`src/rtl/indexed_sequence_store_macros.svh`:
```
// ---------------------------------------------------------------------------
// Assertion macros for the indexed sequence store
// Clocked property checks that simulation sees and synthesis drops.
// ---------------------------------------------------------------------------
`ifndef INDEXED_SEQUENCE_STORE_MACROS_SVH
`define INDEXED_SEQUENCE_STORE_MACROS_SVH

`ifndef SYNTHESIS
// Property checked on every rising edge, off while reset is asserted
`define ISS_ASSERT(lbl, clk, rst_n, prop, msg) \
    lbl: assert property (@(posedge clk) disable iff (!rst_n) (prop)) else $error(msg);
// Property checked on every rising edge, reset included
`define ISS_ASSERT_ALWAYS(lbl, clk, prop, msg) \
    lbl: assert property (@(posedge clk) (prop)) else $error(msg);
`else
`define ISS_ASSERT(lbl, clk, rst_n, prop, msg)
`define ISS_ASSERT_ALWAYS(lbl, clk, prop, msg)
`endif

`endif

```
`src/rtl/iss_pkg.sv`:
```
// ---------------------------------------------------------------------------
// Indexed sequence store package
// Field widths, default sizes, operation and status codes, cell actions.
// ---------------------------------------------------------------------------
package iss_pkg;

    // default sizes
    localparam int CAPACITY_DEF   = 16;
    localparam int DATA_WIDTH_DEF = 32;

    // request and result field widths
    localparam int OP_W  = 3;
    localparam int VAL_W = 32;
    localparam int POS_W = 5;
    localparam int ST_W  = 2;
    localparam int CNT_W = 5;

    // operation codes
    typedef enum logic [OP_W-1:0] {
        OP_APPEND     = 3'd0,
        OP_PREPEND    = 3'd1,
        OP_TAKE_BACK  = 3'd2,
        OP_TAKE_FRONT = 3'd3,
        OP_INSERT_AT  = 3'd4,
        OP_REMOVE_AT  = 3'd5
    } t_op;

    // status codes
    typedef enum logic [ST_W-1:0] {
        ST_OK    = 2'd0,
        ST_EMPTY = 2'd1,
        ST_FULL  = 2'd2,
        ST_RANGE = 2'd3
    } t_status;

    // what one storage cell does on the next edge
    typedef enum logic [1:0] {
        ACT_HOLD  = 2'd0,
        ACT_LOAD  = 2'd1,
        ACT_LEFT  = 2'd2,
        ACT_RIGHT = 2'd3
    } t_cell_act;

endpackage

```
`src/rtl/iss_cell.sv`:
```
// ---------------------------------------------------------------------------
// Indexed sequence store cell
// One slot of the sequence: holds, loads a new value, or takes the value of
// its left or right neighbor to open or close a gap.
// ---------------------------------------------------------------------------
module iss_cell #(
    parameter int DATA_WIDTH = iss_pkg::DATA_WIDTH_DEF
) (
    input  logic                  i_clk,
    input  iss_pkg::t_cell_act    i_act,
    input  logic [DATA_WIDTH-1:0] i_load,
    input  logic [DATA_WIDTH-1:0] i_left,
    input  logic [DATA_WIDTH-1:0] i_right,
    output logic [DATA_WIDTH-1:0] o_data
);
    import iss_pkg::*;

    logic [DATA_WIDTH-1:0] r_data;
    logic [DATA_WIDTH-1:0] n_data;

    // next slot value
    always_comb begin
        unique case (i_act)
            ACT_HOLD:  n_data = r_data;
            ACT_LOAD:  n_data = i_load;
            ACT_LEFT:  n_data = i_left;
            ACT_RIGHT: n_data = i_right;
            default:   n_data = r_data;
        endcase
    end

    // slot storage, payload only
    always_ff @(posedge i_clk) begin
        r_data <= n_data;
    end

    assign o_data = r_data;

endmodule

```
`src/rtl/indexed_sequence_store.sv`:
```
// The result registers load a result when its request is accepted.
// Throughput: one request per cycle while the output is empty or being taken; every
// operation, including insert and remove at any position, finishes in one shift of the cell row.
// A new request is taken while the output register is empty or being taken.
// Reset (synchronous, active low) empties the store and drops the result;
// cell contents are left as they are.
// ---------------------------------------------------------------------------
// Indexed sequence store
// Bounded double-ended queue with insert and remove at any position, built
// as a row of cells that shift toward the back or the front.
// ---------------------------------------------------------------------------
`include "indexed_sequence_store_macros.svh"

module indexed_sequence_store #(
    parameter int CAPACITY   = iss_pkg::CAPACITY_DEF,
    parameter int DATA_WIDTH = iss_pkg::DATA_WIDTH_DEF
) (
    input  logic                      i_clk,
    input  logic                      i_rst_n,
    input  logic                      i_in_valid,
    output logic                      o_in_stall,
    input  logic [iss_pkg::OP_W-1:0]  i_op,
    input  logic [iss_pkg::VAL_W-1:0] i_value,
    input  logic [iss_pkg::POS_W-1:0] i_position,
    output logic                      o_out_valid,
    input  logic                      i_out_stall,
    output logic [iss_pkg::VAL_W-1:0] o_read_value,
    output logic [iss_pkg::ST_W-1:0]  o_status,
    output logic [iss_pkg::CNT_W-1:0] o_count
);
    import iss_pkg::*;

    localparam int CW = $clog2(CAPACITY + 1);
    localparam int IW = $clog2(CAPACITY);
    localparam int XW = CW + POS_W;

    // control state
    logic [CW-1:0]         r_occ;
    logic [CW-1:0]         n_occ;
    logic                  r_out_valid;

    // result registers
    logic [VAL_W-1:0]      r_read_value;
    t_status               r_status;
    logic [CNT_W-1:0]      r_count;

    logic                  w_accept;
    logic [XW-1:0]         w_pos_x;
    logic [XW-1:0]         w_occ_x;
    logic                  w_full;
    logic                  w_empty;
    logic                  w_ins;
    logic                  w_rem;
    logic [XW-1:0]         w_target;
    t_status               w_status;
    logic [DATA_WIDTH-1:0] w_rd_data;
    logic [DATA_WIDTH+VAL_W-1:0] w_rd_ext;
    logic [DATA_WIDTH+VAL_W-1:0] w_val_ext;
    logic [DATA_WIDTH-1:0] w_load;
    logic [CW+CNT_W-1:0]   w_cnt_ext;

    logic [DATA_WIDTH-1:0] w_cell [CAPACITY];
    t_cell_act             w_act  [CAPACITY];

    // handshake
    assign o_in_stall = r_out_valid && i_out_stall;
    assign w_accept   = i_in_valid && !o_in_stall;

    // widened operands for position checks
    assign w_pos_x = {{CW{1'b0}}, i_position};
    assign w_occ_x = {{POS_W{1'b0}}, r_occ};
    assign w_full  = (w_occ_x >= XW'(CAPACITY));
    assign w_empty = (r_occ == '0);

    // operation decode: status, shift direction, target slot, new count
    always_comb begin
        w_ins    = 1'b0;
        w_rem    = 1'b0;
        w_target = '0;
        w_status = ST_OK;
        n_occ    = r_occ;
        unique case (i_op)
            OP_APPEND: begin
                if (w_full) begin
                    w_status = ST_FULL;
                end else begin
                    w_ins    = 1'b1;
                    w_target = w_occ_x;
                end
            end
            OP_PREPEND: begin
                if (w_full) begin
                    w_status = ST_FULL;
                end else begin
                    w_ins = 1'b1;
                end
            end
            OP_TAKE_BACK: begin
                if (w_empty) begin
                    w_status = ST_EMPTY;
                end else begin
                    w_rem    = 1'b1;
                    w_target = w_occ_x - XW'(1);
                end
            end
            OP_TAKE_FRONT: begin
                if (w_empty) begin
                    w_status = ST_EMPTY;
                end else begin
                    w_rem = 1'b1;
                end
            end
            OP_INSERT_AT: begin
                if (w_pos_x > w_occ_x) begin
                    w_status = ST_RANGE;
                end else if (w_full) begin
                    w_status = ST_FULL;
                end else begin
                    w_ins    = 1'b1;
                    w_target = w_pos_x;
                end
            end
            OP_REMOVE_AT: begin
                if (w_empty) begin
                    w_status = ST_EMPTY;
                end else if (w_pos_x >= w_occ_x) begin
                    w_status = ST_RANGE;
                end else begin
                    w_rem    = 1'b1;
                    w_target = w_pos_x;
                end
            end
            default: begin
                w_status = ST_OK;
            end
        endcase
        if (w_ins) begin
            n_occ = r_occ + CW'(1);
        end else if (w_rem) begin
            n_occ = r_occ - CW'(1);
        end
    end

    // value taken out, and value fitted to the slot width
    assign w_rd_data = w_rem ? w_cell[w_target[IW-1:0]] : '0;
    assign w_rd_ext  = {{VAL_W{1'b0}}, w_rd_data};
    assign w_val_ext = {{DATA_WIDTH{1'b0}}, i_value};
    assign w_load    = w_val_ext[DATA_WIDTH-1:0];
    assign w_cnt_ext = {{CNT_W{1'b0}}, n_occ};

    // row of cells: slots before the target hold; on insert the target loads and the
    // slots behind it shift back; on remove the target and those behind shift forward
    for (genvar g = 0; g < CAPACITY; g++) begin : g_cell
        logic [DATA_WIDTH-1:0] w_left;
        logic [DATA_WIDTH-1:0] w_right;

        always_comb begin
            w_act[g] = ACT_HOLD;
            if (w_accept && w_ins) begin
                if (XW'(g) == w_target) begin
                    w_act[g] = ACT_LOAD;
                end else if (XW'(g) > w_target) begin
                    w_act[g] = ACT_LEFT;
                end
            end else if (w_accept && w_rem) begin
                if (XW'(g) >= w_target) begin
                    w_act[g] = ACT_RIGHT;
                end
            end
        end

        if (g == 0) begin : g_first
            assign w_left = w_cell[g];
        end else begin : g_inner_l
            assign w_left = w_cell[g-1];
        end

        if (g == CAPACITY - 1) begin : g_last
            assign w_right = w_cell[g];
        end else begin : g_inner_r
            assign w_right = w_cell[g+1];
        end

        iss_cell #(
            .DATA_WIDTH (DATA_WIDTH)
        ) u_cell (
            .i_clk   (i_clk),
            .i_act   (w_act[g]),
            .i_load  (w_load),
            .i_left  (w_left),
            .i_right (w_right),
            .o_data  (w_cell[g])
        );
    end

    // control registers
    always_ff @(posedge i_clk) begin
        if (!i_rst_n) begin
            r_occ       <= '0;
            r_out_valid <= 1'b0;
        end else if (w_accept) begin
            r_occ       <= n_occ;
            r_out_valid <= 1'b1;
        end else if (!i_out_stall) begin
            r_out_valid <= 1'b0;
        end
    end

    // result registers
    always_ff @(posedge i_clk) begin
        if (w_accept) begin
            r_read_value <= w_rd_ext[VAL_W-1:0];
            r_status     <= w_status;
            r_count      <= w_cnt_ext[CNT_W-1:0];
        end
    end

    assign o_out_valid  = r_out_valid;
    assign o_read_value = r_read_value;
    assign o_status     = r_status;
    assign o_count      = r_count;

    // checks
    `ISS_ASSERT(a_occ_bound, i_clk, i_rst_n, r_occ <= CW'(CAPACITY), "occupancy above capacity")
    `ISS_ASSERT(a_occ_step, i_clk, i_rst_n, w_accept |=> (r_occ == $past(r_occ)) || (r_occ == $past(r_occ) + CW'(1)) || (r_occ == $past(r_occ) - CW'(1)), "occupancy moved by more than one")
    `ISS_ASSERT(a_refused_zero, i_clk, i_rst_n, (r_out_valid && (r_status != ST_OK)) |-> (r_read_value == '0), "refused request returned a value")
    `ISS_ASSERT(a_empty_count, i_clk, i_rst_n, (w_accept && (w_status == ST_EMPTY)) |=> (r_occ == '0), "empty status with stored values")
    `ISS_ASSERT_ALWAYS(a_no_shift_idle, i_clk, !w_accept |-> (w_act[0] == ACT_HOLD), "cell row moved without a request")

endmodule
```
`config.mk`:
```
export PLATFORM = sky130hd
export DESIGN_NAME = indexed_sequence_store
export DESIGN_NICKNAME = d
export VERILOG_FILES = /design/src/rtl/iss_pkg.sv /design/src/rtl/iss_cell.sv /design/src/rtl/indexed_sequence_store.sv
export VERILOG_INCLUDE_DIRS = /design/src /design/src/rtl
export SDC_FILE = /design/constraint.sdc
export NUM_CORES = 1
export LEC_CHECK = 0
export ABC_AREA = 1
export BUFFER_PORTS_ARGS = -buffer_cell sky130_fd_sc_hd__buf_4
export CORE_MARGIN = 10
export CORE_UTILIZATION = 35
export CTS_BUF_LIST = sky130_fd_sc_hd__clkbuf_8
export CTS_CLUSTER_SIZE = 8
export DETAILED_ROUTE_END_ITERATION = 16
export HOLD_SLACK_MARGIN = 0.05
export SLEW_MARGIN = 20
export SYNTH_ARGS = -nofsm -noshare
export SYNTH_HDL_FRONTEND = slang
export SYNTH_SLANG_ARGS = --single-unit
```
`constraint.sdc`:
```
create_clock -name i_clk -period 7.6 [get_ports i_clk]
set_clock_uncertainty 0.1 [all_clocks]
set_input_delay 1.52 -clock i_clk [delete_from_list [all_inputs] [get_ports i_clk]]
set_output_delay 1.52 -clock i_clk [all_outputs]
set_load 0.005 [all_outputs]
```
## Word level (Yosys, flattened, before mapping)

Cells that the tools add are included.

- Flip-flop bits (word level): 557
- Input bits: 44

- Add/subtract/negate cells: 3
- Order comparisons: 36
- Equal/unequal tests: 69
- Mux-type cells: 123
- Bitwise logic cells: 1
- Reduce and logical (&&, ||, !) cells: 28

Operator list:

| operator | number |
|---|---|
| $pmux W32 S3 | 14 |
| $mux W2 | 84 |
| $bmux W32 S4 | 1 |
| $pmux W32 S2 | 2 |
| $eq A4 B10 Y1 const A | 8 |
| $ge A4 B10 Y1 const A | 8 |
| $gt A4 B10 Y1 const A | 8 |
| $eq A2 B2 Y1 const B | 32 |
| $mux W32 | 2 |
| $eq A3 B10 Y1 const A | 4 |
| $ge A3 B10 Y1 const A | 4 |
| $gt A3 B10 Y1 const A | 4 |
| $pmux W10 S4 | 1 |
| $mux W5 | 7 |
| $eq A2 B1 Y1 const B | 16 |
| $logic_not A2 Y1 | 16 |
| $eq A2 B10 Y1 const A | 2 |
| $ge A1 B10 Y1 const A | 2 |
| $ge A2 B10 Y1 const A | 2 |
| $gt A1 B10 Y1 const A | 2 |
| $gt A2 B10 Y1 const A | 2 |
| $eq A1 B10 Y1 const A | 1 |
| $ge A5 B5 Y1 const B | 2 |
| $logic_not A10 Y1 | 1 |
| 19 further kinds | 35 |

## Longest topological paths before layout

- Word-level depth: 10
- Mapped depth: 21
- Mapped depth without buffers: 18

## By module

Synthesis repeated with hierarchy kept, for this count alone.

- Cells, all modules: 4850
- Area total of the unflattened synthesis: 37379.6 µm²

By module, submodules not included:

| module | times used | cells an instance | area each (µm²) | sequential area each (µm²) |
|---|---|---|---|---|
| iss_cell at g_cell[0].u_cell ... | 14 | 180 | 1732.9 | 960.9 |
| indexed_sequence_store | 1 | 1970 | 9725.6 | 1291.2 |
| iss_cell at g_cell[8].u_cell ... | 2 | 180 | 1696.6 | 960.9 |

## Worst setup path after synthesis

No wires, ideal clock.

- Kind: in2reg
- Start point: input port i_out_stall
- End point: register g_cell[4].u_cell.r_data[0] (enable)
- Arrival time: 7116 ps
- Required time: 7034 ps
- Setup slack: -82 ps
- Stages: 8
- Buffers on the path: 1
- Cell sequence: nand2_1 inv_1 nor2_1 clkinv_1 nor2_2 inv_2 buf_2 o21ai_0

- Word-level cells in the longest chain between the ends: 7

RTL lines:

| item | RTL line | source |
|---|---|---|
| start, declared | indexed_sequence_store.sv:26 | `input logic i_out_stall,` |
| $logic_and A1 B1 Y1 * | indexed_sequence_store.sv:66 | `assign o_in_stall = r_out_valid && i_out_stall;` |
| net o_in_stall | indexed_sequence_store.sv:21 | `output logic o_in_stall,` |
| $logic_not A1 Y1 * | indexed_sequence_store.sv:67 | `assign w_accept = i_in_valid && !o_in_stall;` |
| $logic_and A1 B1 Y1 * | indexed_sequence_store.sv:67 |  |
| net w_accept | indexed_sequence_store.sv:47 | `logic w_accept;` |
| $logic_and A1 B1 Y1 | indexed_sequence_store.sv:165 | `end else if (w_accept && w_rem) begin` |
| $mux W2 | indexed_sequence_store.sv:165 |  |
| $mux W2 * | indexed_sequence_store.sv:159 | `if (w_accept && w_ins) begin` |
| $logic_not A2 Y1 * | iss_cell.sv:23 | `unique case (i_act)` |
| end signal, assigned | iss_cell.sv:34 | `r_data <= n_data;` |
| end, declared | iss_cell.sv:18 | `logic [DATA_WIDTH-1:0] r_data;` |

The timed path passes the listed nets; every way through them passes the cells marked *.
A chain may end at the register's enable or synchronous reset.

## Worst setup path after layout

- Start point: input port i_position[3] (netlist name)
- End point: register g_cell[4].u_cell.r_data[0] (enable)

- Word-level cells in the longest chain between the ends: 9

RTL lines:

| item | RTL line | source |
|---|---|---|
| start, declared | indexed_sequence_store.sv:24 | `input logic [iss_pkg::POS_W-1:0] i_position,` |
| $ge A5 B5 Y1 | indexed_sequence_store.sv:126 | `end else if (w_pos_x >= w_occ_x) begin` |
| $mux W5 | indexed_sequence_store.sv:126 |  |
| $mux W5 | indexed_sequence_store.sv:124 | `if (w_empty) begin` |
| $pmux W10 S4 | indexed_sequence_store.sv:82 | `unique case (i_op)` |
| $ge A3 B10 Y1 / $gt A3 B10 Y1 (equally long branches) | indexed_sequence_store.sv:166, indexed_sequence_store.sv:162 |  |
| $mux W2 (on tied branches) | indexed_sequence_store.sv:166, indexed_sequence_store.sv:162 |  |
| $mux W2 (on tied branches) | indexed_sequence_store.sv:165, indexed_sequence_store.sv:160 |  |
| $mux W2 * | indexed_sequence_store.sv:159 |  |
| $logic_not A2 Y1 * | iss_cell.sv:23 |  |

Every way passes the cells marked *; elsewhere a longest branch is shown, timed or not.

==> flow_summary.toml <==
[worst_setup_path]
endpoint_kind = "flip-flop"
cp_common_cell = "nand2_1"
cp-startpoint = "i_position[3]"
cp_slowest_cell = "nand3_4"
required_ps = 7840
r2r-start = "r_occ[3]"
path_max_fanout = 55
startpoint_type = "input port"
critical-path-max-stage-delay_ps = 590
crit_chain = "buf_4, ha_1, nand2_1, nor2_1, nand2_1, nand3_2, nand2_2, nand4_1, nand3_4, buf_4, a21oi_2, nand2_1, nor2_4, nor2_4, o21ai_4"
worst-r2r-setup-slack_ps = 2370
r2r_cells = 15
reg2reg_to = "g_cell[4].u_cell.o_data[0]"
crit_arrival_ps = 5660
path_class = "input port to flip-flop"

[timing]
rsz0062_at_grt = "no"
finalHoldViolCount = 0
finalSetupTns_ps = 0
relSlewSlack = 0.237
setup_violations = 0
worstMarginPinSlew_ps = 1140
period_needed_ps = 5420
period_share = 0.713
slew_violations = 0
max_freq_mhz = 185

[grt]
top_usage_layer = "met1"
grt_max_degree = 156
antenna_found_initial = 3
grt-ovfl-total = 0
grt_use_met3 = 0.0431
grt_usage = 0.206
grt_pass1_vias = 27453
met2_usage = 0.302
grt_pass1_wl_mm = 176
grt_util_met1 = 0.306

[clock_network]
cts_buffers = 105
cts_root_buf = "clkbuf_8"
numClockSinks = 557
post_cts_buffers = 0
clock_latency_ps = 750
cts_tree = "yes"
holdBufCountCts = 0
htree_levels = 3
cts_resized = 0
clk_path_buf_depth = 3
clk_pin_slew_worst_paths_ps = 60

[route]
ant_nets = 0
post_drt_wl_per_cell_um = 21.0
postRouteWirelength_mm = 115
drc_errors = 0
viasPerCell = 5.48
num_vias = 30069
drt_pass1_iterations = 8
drt_iter0_drc = 4115

[synth]
syn_nets = 4269
synthFlopType = "edfxtp_1"
ys_top_cells_by_area = "edfxtp_1, nand2_1, nand3_1, o21ai_0, inv_1"
synth_top_area_share = 0.495
syn_inst = 4218
ys_warn_count = 0
synth_seq_area_share = 0.499
synth.ff_latch_count = 557
syn_area_um2 = 33400
synth_top_cell_by_area = "edfxtp_1"
synth_cell_types = 45
synth_area_per_cell_um2 = 7.92
synth_edf_count = 551
async_flop_share = 0

[final_layout]
syn2layout_area_growth_pct = 10.1
fin_area_um2 = 36800
nets = 4185
drive_above_1_share = 0.0892

[floorplan]
rows = 113
ios = 85
core_area_um2 = 94900
die_height_um = 329
die_w_um = 329
dieArea_um2 = 108000
start_util = 0.352

[pwr]
leakagePower_nw = 15.0
switching_share = 0.339
p_int_w = 0.00572
power.density_nw_per_um2 = 235
seqPwrFrac = 0.460
power_frac_comb = 0.216
ir_drop_v = 0.000129
power_frac_clock = 0.324
p_total_w = 0.00865
p_sw_w = 0.00293

[run]
maxCapViolCount = 0

[place]
dpl-instance-area_um2 = 34800
port_buffers = 84
place.gp.congestion = 0.889
hpwlAfterDp_mm = 82.6

[run_status]
status = "completed"

[worst_hold_path]
holdCritPathClass = "flip-flop to flip-flop"
hold_end = "o_out_valid"
min_path_cells = 2
hp-start = "o_out_valid"
## metal layers
| layer | up-vias | share of wire |
|---|---|---|
| li1 | 14182 | - |
| met1 | 13960 | 0.45 |
| met2 | 1770 | 0.43 |
| met3 | 157 | 0.11 |
| met4 | 0 | 0.018 |
| met5 | - | 0 |
## layout make-up
class / count / area (um^2)
fillers: 9613 / 58100
well taps: 1265 / 1580
repair buffers: 145 / 1110
diodes: 7 / 17.5
inverters: 346 / 1300
multi-input cells: 2979 / 14200
clock inverters: 83 / 457
clock buffers: 107 / 1470
flip-flops and latches: 557 / 16700
## synth_stat cells (all sizes together) (2+ instances only)
master and instances:
a21boi 10, nand4 113, nand2 1369, edfxtp 551
o21ai 291, o21bai 2, a22oi 84, clkbuf 185
clkinv 2, inv 344, ha 7, nor2 260
o211ai 127, nand3 550, buf 151, a21oi 151
nor3 5, dfxtp 6, xor2 3
## layout by cell type (no fill, tap or decap), types with 3 or more instances in the layout
| cell type | instances |
|---|---|
| nand2_1 | 1350 |
| edfxtp_1 | 551 |
| nand3_1 | 541 |
| inv_1 | 361 |
| o21ai_0 | 265 |
| nor2_1 | 220 |
| a21oi_1 | 148 |
| buf_4 | 143 |
| o211ai_1 | 127 |
| nand4_1 | 112 |
| clkbuf_8 | 107 |
| a22oi_1 | 84 |
| clkinv_1 | 30 |
| nor2_4 | 19 |
| nor2_2 | 18 |
| o21ai_1 | 18 |
| inv_2 | 17 |
| nand2_2 | 17 |
| clkinv_2 | 11 |
| diode_2 | 7 |
| ha_1 | 7 |
| a21boi_1 | 6 |
| dfxtp_1 | 6 |
| nand3_4 | 5 |
| o21ai_2 | 5 |
| nand3_2 | 4 |
| bufinv_16 | 4 |
| nor3_1 | 3 |
| nor2_8 | 3 |
| o21ai_4 | 3 |
| a21boi_0 | 3 |
| clkinvlp_4 | 3 |
## power by group through the flow
stage | logic, W | clock network, W | registers, W
after global placement | 0.00179 | 0 | 0.00403
final | 0.00186 | 0.00280 | 0.00398
after detailed placement | 0.00182 | 0 | 0.00403
after CTS | 0.00183 | 0.00284 | 0.00397
after global routing | 0.00204 | 0.00299 | 0.00400
after floorplan | 0.00120 | 0 | 0.00396
## worst max-delay path by stage
stage,slack (ps),cells after the start,end
CTS,2240,15,g_cell[4].u_cell.o_data[29]
detailed placement,1470,15,g_cell[4].u_cell.o_data[20]
global placement,1540,15,g_cell[4].u_cell.o_data[29]
finish,2180,15,g_cell[4].u_cell.o_data[0]
global route,1860,18,g_cell[1].u_cell.o_data[29]
floorplan,450,13,g_cell[11].u_cell.o_data[0]
## kinds of logic (layout without fill, tap and decap cells)
logic type	after synthesis	count (layout)	share of synthesized area
DFF	557	557	0.499
AOI/OAI and AO/OA	668	668	0.118
other	0	7	0
xor gates and xnor gates	4	4	0.00127
buffers and inverters	682	681	0.0824
adders and majority gates	7	7	0.00262
and+or+nand+nor	2300	2300	0.296
## worst max-delay path, delay by kind of cell
kind / cells / cell delay, ps
and+or+nand+nor: 10 / 2380
AOI/OAI and AO/OA: 2 / 750
buffers and inverters: 2 / 680
adders and majority gates: 1 / 270
## through the flow
| step | setup slack [ps] | hold slack [ps] | util | instances |
|---|---|---|---|---|
| after global routing | 1860 | 412 | 0.388 | 5489 |
| after detailed placement | 1470 | 379 | 0.367 | 5292 |
| after CTS | 2240 | 386 | 0.387 | 5482 |
| final | 2180 | 382 | 0.388 | 5489 |
| after floorplan | 451 | 370 | - | 4218 |
| after global placement | 1540 | 373 | 0.367 | 5292 |
## sequential cells by signal, indices dropped and copies added, names as in the netlist
register              count
o_status                  2
g_cell.u_cell.o_data    512
r_occ                     5
o_out_valid               1
o_count                   5
o_read_value             32
Note: power is estimated with default switching activity, not from simulation.
